### src/design/sha1_message_digest_assert.svh
// ----------------------------------------------------------------------------
// SHA-1 message digest: assertion macros
// Clocked on clk, disabled while arst_n is low.
// ----------------------------------------------------------------------------
`ifndef SHA1_MESSAGE_DIGEST_ASSERT_SVH
`define SHA1_MESSAGE_DIGEST_ASSERT_SVH

// Same-cycle implication.
`define SHA1MD_ASSERT_IMP(lbl, ante, cons, msg) \
	lbl: assert property (@(posedge clk) disable iff (!arst_n) (ante) |-> (cons)) \
		else $error(msg);

// Next-cycle implication.
`define SHA1MD_ASSERT_NXT(lbl, ante, cons, msg) \
	lbl: assert property (@(posedge clk) disable iff (!arst_n) (ante) |=> (cons)) \
		else $error(msg);

`endif

### src/design/sha1md_pkg.sv
// ----------------------------------------------------------------------------
// sha1md_pkg
// Types and constants shared by the SHA-1 message digest block.
// ----------------------------------------------------------------------------
package sha1md_pkg;

	localparam int ROUNDS       = 80;
	localparam int BLOCK_WORDS  = 16;
	localparam int DIGEST_WORDS = 5;
	localparam int QUEUE_DEPTH  = 2;
	localparam int LEN_BYTE     = 56;   // first byte of the length field

	localparam logic [7:0] PAD_BYTE = 8'h80;

	localparam logic [31:0] H_INIT [DIGEST_WORDS] = '{
		32'h67452301, 32'hefcdab89, 32'h98badcfe, 32'h10325476, 32'hc3d2e1f0
	};

	localparam logic [31:0] K_0 = 32'h5a827999;
	localparam logic [31:0] K_1 = 32'h6ed9eba1;
	localparam logic [31:0] K_2 = 32'h8f1bbcdc;
	localparam logic [31:0] K_3 = 32'hca62c1d6;

	// One queued input item.
	typedef struct packed {
		logic [7:0] data_byte;
		logic       byte_present;
		logic       end_of_message;
	} item_t;

	typedef enum logic [5:0] {
		ST_IDLE  = 6'b000001,
		ST_ROUND = 6'b000010,
		ST_FOLD  = 6'b000100,
		ST_PAD   = 6'b001000,
		ST_LEN   = 6'b010000,
		ST_EMIT  = 6'b100000
	} state_t;

endpackage

### src/design/sha1md_if.sv
// ----------------------------------------------------------------------------
// sha1md channel interfaces
// Valid/ready channels for message bytes and digest words.
// ----------------------------------------------------------------------------
interface sha1md_in_if;
	logic       valid;
	logic       ready;
	logic [7:0] data_byte;
	logic       byte_present;
	logic       end_of_message;

	modport source (output valid, data_byte, byte_present, end_of_message, input ready);
	modport sink   (input valid, data_byte, byte_present, end_of_message, output ready);
endinterface

interface sha1md_out_if;
	logic        valid;
	logic        ready;
	logic [31:0] digest_word;
	logic [2:0]  word_number;
	logic        last_word;

	modport source (output valid, digest_word, word_number, last_word, input ready);
	modport sink   (input valid, digest_word, word_number, last_word, output ready);
endinterface

### src/design/sha1_message_digest.sv
// ----------------------------------------------------------------------------
// sha1_message_digest
// SHA-1 over a byte stream, five digest words per message.
//
//   channel  dir  payload
//   msg      in   data_byte[7:0], byte_present, end_of_message
//   digest   out  digest_word[31:0], word_number[2:0], last_word
//
// The packer writes each byte into the block buffer; each full block runs the
// 80 rounds on the single round unit, then a fold. The end of a message writes
// padding bytes up to the length field, then the length, then compresses and
// folds each padded block (one or two), then makes five output transfers.
// A two-entry queue takes up to two more msg transfers while the back end is busy;
// after that msg.ready stays low until the back end is idle again.
// arst_n clears control state and loads the initial chain; no clearing pass.
// ----------------------------------------------------------------------------
module sha1_message_digest (
	input  logic          clk,
	input  logic          arst_n,
	sha1md_in_if.sink     msg,
	sha1md_out_if.source  digest
);
	import sha1md_pkg::*;

	item_t q_item;
	logic  q_valid;
	logic  q_ready;

	sha1md_front u_front (
		.clk     (clk),
		.arst_n  (arst_n),
		.msg     (msg),
		.q_item  (q_item),
		.q_valid (q_valid),
		.q_ready (q_ready)
	);

	sha1md_back u_back (
		.clk     (clk),
		.arst_n  (arst_n),
		.q_item  (q_item),
		.q_valid (q_valid),
		.q_ready (q_ready),
		.digest  (digest)
	);

endmodule

### src/design/sha1md_front.sv
// ----------------------------------------------------------------------------
// sha1md_front
// Accepts input items, drops those that carry neither a byte nor an end
// mark, and queues the rest for the compression side.
// ----------------------------------------------------------------------------
module sha1md_front (
	input  logic               clk,
	input  logic               arst_n,
	sha1md_in_if.sink          msg,
	output sha1md_pkg::item_t  q_item,
	output logic               q_valid,
	input  logic               q_ready
);
	import sha1md_pkg::*;

	localparam int PTR_W = $clog2(QUEUE_DEPTH);
	localparam int CNT_W = $clog2(QUEUE_DEPTH + 1);

	item_t              mem_q [QUEUE_DEPTH];
	logic [PTR_W-1:0]   wr_ptr_q;
	logic [PTR_W-1:0]   rd_ptr_q;
	logic [CNT_W-1:0]   count_q;
	logic               push;
	logic               pop;
	logic               useful;

	assign useful    = msg.byte_present | msg.end_of_message;
	assign msg.ready = count_q != CNT_W'(QUEUE_DEPTH);
	assign push      = msg.valid & msg.ready & useful;
	assign q_valid   = count_q != '0;
	assign pop       = q_valid & q_ready;
	assign q_item    = mem_q[rd_ptr_q];

	always_ff @(posedge clk) begin
		if (push) begin
			mem_q[wr_ptr_q] <= '{data_byte: msg.data_byte,
				byte_present: msg.byte_present, end_of_message: msg.end_of_message};
		end
	end

	always_ff @(posedge clk or negedge arst_n) begin
		if (!arst_n) begin
			wr_ptr_q <= '0;
			rd_ptr_q <= '0;
			count_q  <= '0;
		end else begin
			if (push) begin
				wr_ptr_q <= (wr_ptr_q == PTR_W'(QUEUE_DEPTH - 1)) ? '0 : wr_ptr_q + 1'b1;
			end
			if (pop) begin
				rd_ptr_q <= (rd_ptr_q == PTR_W'(QUEUE_DEPTH - 1)) ? '0 : rd_ptr_q + 1'b1;
			end
			if (push && !pop) begin
				count_q <= count_q + 1'b1;
			end else if (pop && !push) begin
				count_q <= count_q - 1'b1;
			end
		end
	end

endmodule

### src/design/sha1md_back.sv
// ----------------------------------------------------------------------------
// sha1md_back
// Packs bytes into the block buffer, pads, runs the 80 rounds one per cycle
// and hands the five digest words to the output register.
// ----------------------------------------------------------------------------
`include "sha1_message_digest_assert.svh"

module sha1md_back (
	input  logic               clk,
	input  logic               arst_n,
	input  sha1md_pkg::item_t  q_item,
	input  logic               q_valid,
	output logic               q_ready,
	sha1md_out_if.source       digest
);
	import sha1md_pkg::*;

	state_t       state_q;
	logic [31:0]  w_q [BLOCK_WORDS];
	logic [31:0]  h_q [DIGEST_WORDS];
	logic [31:0]  a_q, b_q, c_q, d_q, e_q;
	logic [6:0]   rnd_q;
	logic [60:0]  total_q;
	logic [5:0]   pad_pos_q;
	logic         first_q;
	logic         extra_q;
	logic         pend_pad_q;
	logic         final_q;
	logic [2:0]   emit_idx_q;
	logic         out_valid_q;
	logic [31:0]  out_word_q;
	logic [2:0]   out_num_q;
	logic         out_last_q;

	logic         pop;
	logic [5:0]   pos;
	logic [5:0]   pad_start;
	logic         byte_we;
	logic [5:0]   byte_pos;
	logic [7:0]   byte_val;
	logic [31:0]  byte_word;
	logic [4:0]   byte_sh;
	logic         start_comp;
	logic         emit_load;
	logic [31:0]  f;
	logic [31:0]  k;
	logic [31:0]  t;
	logic [31:0]  w_new;

	assign q_ready   = state_q == ST_IDLE;
	assign pop       = q_valid & q_ready;
	assign pos       = total_q[5:0];
	assign pad_start = q_item.byte_present ? pos + 1'b1 : pos;
	assign emit_load = (state_q == ST_EMIT) && (!out_valid_q || digest.ready);

	// Byte write path, shared by message bytes and padding.
	always_comb begin
		byte_we  = 1'b0;
		byte_pos = pos;
		byte_val = q_item.data_byte;
		if (state_q == ST_IDLE) begin
			byte_we = pop & q_item.byte_present;
		end else if (state_q == ST_PAD) begin
			byte_we  = 1'b1;
			byte_pos = pad_pos_q;
			byte_val = first_q ? PAD_BYTE : 8'h00;
		end
	end

	assign byte_sh   = {~byte_pos[1:0], 3'b000};
	assign byte_word = (byte_pos[1:0] == 2'd0) ? {byte_val, 24'h0}
		: (w_q[byte_pos[5:2]] | ({24'h0, byte_val} << byte_sh));

	assign start_comp = (pop && q_item.byte_present && pos == 6'h3f)
		|| (state_q == ST_PAD && pad_pos_q == 6'h3f)
		|| (state_q == ST_LEN);

	// Round function.
	always_comb begin
		if (rnd_q < 7'd20) begin
			f = (b_q & c_q) | (~b_q & d_q);
			k = K_0;
		end else if (rnd_q < 7'd40) begin
			f = b_q ^ c_q ^ d_q;
			k = K_1;
		end else if (rnd_q < 7'd60) begin
			f = (b_q & c_q) | (b_q & d_q) | (c_q & d_q);
			k = K_2;
		end else begin
			f = b_q ^ c_q ^ d_q;
			k = K_3;
		end
	end

	assign t     = {a_q[26:0], a_q[31:27]} + f + e_q + k + w_q[0];
	assign w_new = {w_q[13][30:0] ^ w_q[8][30:0] ^ w_q[2][30:0] ^ w_q[0][30:0],
		w_q[13][31] ^ w_q[8][31] ^ w_q[2][31] ^ w_q[0][31]};

	// Block buffer; during rounds it doubles as the message schedule window.
	always_ff @(posedge clk) begin
		if (state_q == ST_ROUND) begin
			for (int i = 0; i < BLOCK_WORDS - 1; i++) begin
				w_q[i] <= w_q[i + 1];
			end
			w_q[BLOCK_WORDS - 1] <= w_new;
		end else if (state_q == ST_LEN) begin
			w_q[BLOCK_WORDS - 2] <= total_q[60:29];
			w_q[BLOCK_WORDS - 1] <= {total_q[28:0], 3'b000};
		end else if (byte_we) begin
			w_q[byte_pos[5:2]] <= byte_word;
		end
	end

	// Working variables.
	always_ff @(posedge clk) begin
		if (start_comp) begin
			a_q <= h_q[0];
			b_q <= h_q[1];
			c_q <= h_q[2];
			d_q <= h_q[3];
			e_q <= h_q[4];
		end else if (state_q == ST_ROUND) begin
			a_q <= t;
			b_q <= a_q;
			c_q <= {b_q[1:0], b_q[31:2]};
			d_q <= c_q;
			e_q <= d_q;
		end
	end

	always_ff @(posedge clk) begin
		if (emit_load) begin
			out_word_q <= h_q[emit_idx_q];
			out_num_q  <= emit_idx_q;
			out_last_q <= emit_idx_q == 3'(DIGEST_WORDS - 1);
		end
	end

	always_ff @(posedge clk or negedge arst_n) begin
		if (!arst_n) begin
			state_q     <= ST_IDLE;
			h_q         <= H_INIT;
			rnd_q       <= '0;
			total_q     <= '0;
			pad_pos_q   <= '0;
			first_q     <= 1'b0;
			extra_q     <= 1'b0;
			pend_pad_q  <= 1'b0;
			final_q     <= 1'b0;
			emit_idx_q  <= '0;
			out_valid_q <= 1'b0;
		end else begin
			if (emit_load) begin
				out_valid_q <= 1'b1;
			end else if (digest.ready) begin
				out_valid_q <= 1'b0;
			end

			case (state_q)
				ST_IDLE: begin
					if (pop) begin
						if (q_item.byte_present) begin
							total_q <= total_q + 1'b1;
						end
						pad_pos_q  <= pad_start;
						first_q    <= 1'b1;
						extra_q    <= pad_start[5:3] == 3'b111;
						pend_pad_q <= q_item.end_of_message;
						final_q    <= 1'b0;
						if (q_item.byte_present && pos == 6'h3f) begin
							state_q <= ST_ROUND;
						end else if (q_item.end_of_message) begin
							state_q <= ST_PAD;
						end
					end
				end
				ST_PAD: begin
					first_q   <= 1'b0;
					pad_pos_q <= pad_pos_q + 1'b1;
					if (pad_pos_q == 6'h3f) begin
						// length did not fit: fold this block, pad a fresh one
						extra_q    <= 1'b0;
						pend_pad_q <= 1'b1;
						final_q    <= 1'b0;
						state_q    <= ST_ROUND;
					end else if (!extra_q && pad_pos_q == 6'(LEN_BYTE - 1)) begin
						state_q <= ST_LEN;
					end
				end
				ST_LEN: begin
					final_q <= 1'b1;
					state_q <= ST_ROUND;
				end
				ST_ROUND: begin
					if (rnd_q == 7'(ROUNDS - 1)) begin
						rnd_q   <= '0;
						state_q <= ST_FOLD;
					end else begin
						rnd_q <= rnd_q + 1'b1;
					end
				end
				ST_FOLD: begin
					h_q[0] <= h_q[0] + a_q;
					h_q[1] <= h_q[1] + b_q;
					h_q[2] <= h_q[2] + c_q;
					h_q[3] <= h_q[3] + d_q;
					h_q[4] <= h_q[4] + e_q;
					if (final_q) begin
						emit_idx_q <= '0;
						state_q    <= ST_EMIT;
					end else if (pend_pad_q) begin
						pend_pad_q <= 1'b0;
						state_q    <= ST_PAD;
					end else begin
						state_q <= ST_IDLE;
					end
				end
				ST_EMIT: begin
					if (emit_load) begin
						emit_idx_q <= emit_idx_q + 1'b1;
						if (emit_idx_q == 3'(DIGEST_WORDS - 1)) begin
							// restart the chain for the next message
							h_q     <= H_INIT;
							total_q <= '0;
							final_q <= 1'b0;
							state_q <= ST_IDLE;
						end
					end
				end
				default: begin
					state_q <= ST_IDLE;
				end
			endcase
		end
	end

	assign digest.valid       = out_valid_q;
	assign digest.digest_word = out_word_q;
	assign digest.word_number = out_num_q;
	assign digest.last_word   = out_last_q;

	`SHA1MD_ASSERT_IMP(a_rnd_range, state_q == ST_ROUND, rnd_q < 7'(ROUNDS), "round count overrun")
	`SHA1MD_ASSERT_NXT(a_fold_final, state_q == ST_FOLD && final_q, state_q == ST_EMIT, "final fold did not emit")
	`SHA1MD_ASSERT_NXT(a_chain_clr, emit_load && emit_idx_q == 3'(DIGEST_WORDS - 1), total_q == '0 && h_q[0] == H_INIT[0], "chain not restarted")
	`SHA1MD_ASSERT_IMP(a_pad_bound, state_q == ST_PAD && !extra_q, pad_pos_q < 6'(LEN_BYTE), "padding ran into length field")

endmodule

### src/flat_wrapper.sv
// flat-port wrapper written by rule: the top's interface ports become plain ports
module sha1_message_digest_flat import sha1md_pkg::*;
  (clk, arst_n, msg_valid, msg_data_byte, msg_byte_present, msg_end_of_message, msg_ready, digest_valid, digest_digest_word, digest_word_number, digest_last_word, digest_ready);
  sha1md_in_if msg_i ();
  sha1md_out_if digest_i ();
  input  logic clk;
  input  logic arst_n;
  input wire logic [$bits(msg_i.valid)-1:0] msg_valid;
  input wire logic [$bits(msg_i.data_byte)-1:0] msg_data_byte;
  input wire logic [$bits(msg_i.byte_present)-1:0] msg_byte_present;
  input wire logic [$bits(msg_i.end_of_message)-1:0] msg_end_of_message;
  output wire logic [$bits(msg_i.ready)-1:0] msg_ready;
  output wire logic [$bits(digest_i.valid)-1:0] digest_valid;
  output wire logic [$bits(digest_i.digest_word)-1:0] digest_digest_word;
  output wire logic [$bits(digest_i.word_number)-1:0] digest_word_number;
  output wire logic [$bits(digest_i.last_word)-1:0] digest_last_word;
  input wire logic [$bits(digest_i.ready)-1:0] digest_ready;
  assign msg_i.valid = msg_valid;
  assign msg_i.data_byte = msg_data_byte;
  assign msg_i.byte_present = msg_byte_present;
  assign msg_i.end_of_message = msg_end_of_message;
  assign msg_ready = msg_i.ready;
  assign digest_valid = digest_i.valid;
  assign digest_digest_word = digest_i.digest_word;
  assign digest_word_number = digest_i.word_number;
  assign digest_last_word = digest_i.last_word;
  assign digest_i.ready = digest_ready;
  sha1_message_digest u_core (.clk(clk), .arst_n(arst_n), .msg(msg_i), .digest(digest_i));
endmodule
### config.mk
export PLATFORM = sky130hd
export DESIGN_NAME = sha1_message_digest_flat
export DESIGN_NICKNAME = d
export VERILOG_FILES = /design/src/design/sha1md_pkg.sv /design/src/design/sha1md_if.sv /design/src/design/sha1_message_digest.sv /design/src/design/sha1md_front.sv /design/src/design/sha1md_back.sv /design/src/flat_wrapper.sv
export VERILOG_INCLUDE_DIRS = /design/src /design/src/design
export SDC_FILE = /design/constraint.sdc
export NUM_CORES = 2
export LEC_CHECK = 0
export BUFFER_PORTS_ARGS = -buffer_cell sky130_fd_sc_hd__buf_2
export CAP_MARGIN = 20
export CORE_ASPECT_RATIO = 1.75
export CORE_MARGIN = 2
export CORE_UTILIZATION = 45
export CTS_CLUSTER_DIAMETER = 60
export DETAILED_ROUTE_END_ITERATION = 7
export MAX_ROUTING_LAYER = met4
export PLACE_DENSITY = 0.67
export REMOVE_ABC_BUFFERS = 1
export SLEW_MARGIN = 20
export SYNTH_ARGS = -nofsm -noshare
export SYNTH_HDL_FRONTEND = slang
export SYNTH_SLANG_ARGS = --single-unit
### constraint.sdc
create_clock -name clk -period 12.4 [get_ports clk]
set_input_delay 2.48 -clock clk [delete_from_list [all_inputs] [get_ports clk]]
set_output_delay 2.48 -clock clk [all_outputs]
set_load 0.05 [all_outputs]
==> flow_metrics.tcl <==
set metrics [dict create \
    outcome "completed" \
    synth_cells 6219 \
    start_util_pct 45.2 \
    ios 52 \
    netlist-cell-type-count 90 \
    rrSetupSlack_ns 3.83 \
    combPwrFrac_pct 53.5 \
    multi_input_area_um2 30400 \
    p_int_mw 9.59 \
    drv_cap 0 \
    synth_most_common_cell "nand2_1" \
    fin_nets 6423 \
    place_area_um2 63100 \
    worst_clock_skew_ns 0.0329 \
    ir_drop_v 0.000155 \
    ant_nets 0 \
    core.rowCount 179 \
    drt-vias-per-instance 6.17 \
    p_sw_mw 7.69 \
    p_sw_share_pct 44.5 \
    p_total_mw 17.3 \
    setup_viol 0 \
    path_cells "a41oi_1 -> nand2_1 -> nand2_1 -> buf_4 -> clkinv_1 -> buf_4 -> a221oi_1 -> fa_1 -> fa_1 -> fa_1 -> inv_1 -> ha_1 -> inv_1 -> fa_1 -> nor2b_1 -> o21a_1 -> o21ai_0 -> a21oi_1 -> a21oi_1 -> o21ai_0 -> a21oi_1 -> a31oi_1 -> xnor2_1 -> o21ai_0" \
    core_area_um2 135000 \
    post_cts_buffers 0 \
    cts.sinks 980 \
    yosysTopAreaCell "edfxtp_1" \
    hold_viol 0 \
    ys_ff_latch 980 \
    cts_tree "yes" \
    path_max_fanout 18 \
    seq_area_frac_synth_pct 46.1 \
    vias 49300 \
    cts_max_level 3 \
    numCtsBuffers 96 \
    worst-endpoint-arrival_ns 9.01 \
    ys_top_cells_by_count "1215 x nand2_1, 728 x edfxtp_1, 442 x o21ai_0" \
    cts_resized 0 \
    clkLatencyLatePin_ns 0.74 \
    finalSetupTns_ns 0 \
    place_hpwl_um 139000 \
    synth_top_area_share_pct 35.7 \
    clkPwrFrac_pct 18.1 \
    cts_root_buf "clkbuf_16" \
    p_per_area_nw_per_um2 260 \
    synth_enable_flop_cells 728 \
    power_frac_seq_pct 28.4 \
    cp.required_ns 12.84 \
    globalplace.congestion 1.03 \
    avgSynthCellArea_um2 9.86 \
    syn_area_um2 61300 \
    seqCellArea_um2 28300 \
    grt_pass1_wl_um 310000 \
    worstSetupEndpointType "flop" \
    track_usage_pct 30.3 \
    area_growth_pct 8.35 \
    final-max-slew-violation-count 0 \
    drc 0 \
    async_reset_ff_share_pct 25.7 \
    dr.pass1.iters 6 \
    fin_crit_sh_pct 69.1 \
    critical_path.slowest_cell "o21ai_0" \
    die_width_um 283 \
    die_area_um2 139000 \
    cts_hold_buf 0 \
    die_h_um 492 \
    worst_path_most_repeated_cell "fa_1" \
    p_leak_nw 26.0 \
    grt_max_degree 146 \
    critPathKind "reg2reg" \
    grt_remaining_overflow 0 \
    yosysWarnings 0 \
    antenna_found_initial 4 \
    synth_area_leaders "edfxtp_1 36%, nand2_1 7.4%, dfrtp_1 7.0%" \
    relSlewSlack_pct 25.8 \
    fmax_mhz 117 \
    whs_ns 0.514 \
    crit_path_start_kind "flop" \
    first_iter_violations 4684 \
    worst_hold_path_type "reg2reg" \
    rsz0062_at_grt "false" \
    final.min_clock_period_ns 8.57 \
    clk_path_buf_depth 3 \
    tightest_slew_ns 1.11 \
    drt-total-wl_um 207000 \
    drive_gt1_share_pct 12.9 \
    clkSlewWorstSetupHoldPaths_ns 0.07 \
    nFillCells 12300 \
    final_cell_area_um2 66400 \
    synth_flop_cell "edfxtp_1" \
    grt_pass1_vias 49700 \
    critical-path-max-stage-delay_ns 0.76 \
    portBuffers 51 \
    wl_per_cell_um 26.0 \
]
==> path summary, 6_finish.rpt <==
path / from / endpoint / cells past startpoint
max: u_core.u_back.rnd_q[4] / u_core.u_back.a_q[31] / 24
min: u_core.u_back.first_q / u_core.u_back.first_q / 2
max reg2reg: u_core.u_back.rnd_q[4] / u_core.u_back.a_q[31] / 24
min reg2reg: u_core.u_back.first_q / u_core.u_back.first_q / 2
max in group asynchronous: arst_n / u_core.u_back.emit_idx_q[0] / 2
min in group asynchronous: arst_n / u_core.u_back.h_q[61] / 1
==> metrics by stage <==
step / setup slack (ns) / instances / util (%)
global route: 3.38 / 7981 / 49.0
global placement: 3.92 / 7797 / 46.6
finish: 3.83 / 7981 / 49.0
CTS: 3.76 / 7979 / 49.0
floorplan: -3.29 / 5838 / -
detailed placement: 3.80 / 7797 / 46.6
==> cells in the final DEF (no fill, tap or decap), types with 81 or more instances in the layout <==
master	synthesis	routed
clkbuf_16	0	98
buf_4	30	93
mux2_2	256	255
a21o_1	99	99
a21oi_1	356	353
fa_1	125	125
and3_1	100	100
xor2_1	123	123
inv_1	296	296
edfxtp_1	728	728
ha_1	199	199
dfrtp_1	171	169
nand3_1	200	190
o21ai_0	442	442
a311oi_1	101	101
nand2_1	1215	1204
nor2_1	365	362
xnor2_1	185	185
dfstp_2	81	81
==> sequential cells by signal, indices dropped and copies added, names as in the netlist, 7 cells and up <==
name	cells
u_core.u_back.a_q	32
u_core.u_back.b_q	32
u_core.u_back.c_q	32
u_core.u_back.d_q	32
u_core.u_back.digest.digest_word	32
u_core.u_back.e_q	32
u_core.u_back.h_q	160
u_core.u_back.rnd_q	7
u_core.u_back.total_q	61
u_core.u_back.w_q	512
u_core.u_front.mem_q	20
==> critical path, delay by kind of cell (launching register included) <==
family | cells | cell delay, ns
adders and majority gates | 5 | 2.07
DFF | 1 | 0.47
xor gates and xnor gates | 1 | 0.14
AOI/OAI and AO/OA | 10 | 3.37
buffers and inverters | 5 | 0.84
and+or+nand+nor | 3 | 1.34
==> layout make-up <==
type | instances | area share [%]
antenna | 2 | 0.00754
clock buffer | 133 | 4.12
clock inverter | 49 | 0.774
inverter | 299 | 1.69
multi-input combinational | 4559 | 45.8
sequential | 980 | 42.6
tap | 1810 | 3.41
timing repair buffer | 149 | 1.60
==> power groups by stage <==
stage | Clock [mW] | Sequential [mW] | Combinational [mW]
after floorplan | 0 | 4.79 | 6.72
after global placement | 0 | 4.94 | 8.97
after detailed placement | 0 | 4.95 | 9.10
after CTS | 3.15 | 4.89 | 9.16
after global routing | 3.26 | 4.95 | 10.2
final | 3.13 | 4.91 | 9.24
==> per-layer routing <==
metal	up-vias	track usage [%]	part of all wire, %
li1	21900	-	-
met1	24100	31.5	34
met2	2433	52.1	50
met3	802	3.44	6.6
met4	0	23.9	9.2
met5	-	-	0
==> kinds of logic (layout without fill, tap and decap cells) <==
kind of cell,Yosys count,count (layout),share of synthesized area [%]
simple gates,2148,2148,15.1
compound gates,1437,1437,14.8
xor+xnor,308,308,4.40
flops,980,980,46.1
mux,342,342,6.78
fa+ha+maj,324,324,8.14
buf+inv,680,630,4.66
other cells,0,2,0
Power figures use the tool's default switching activity.
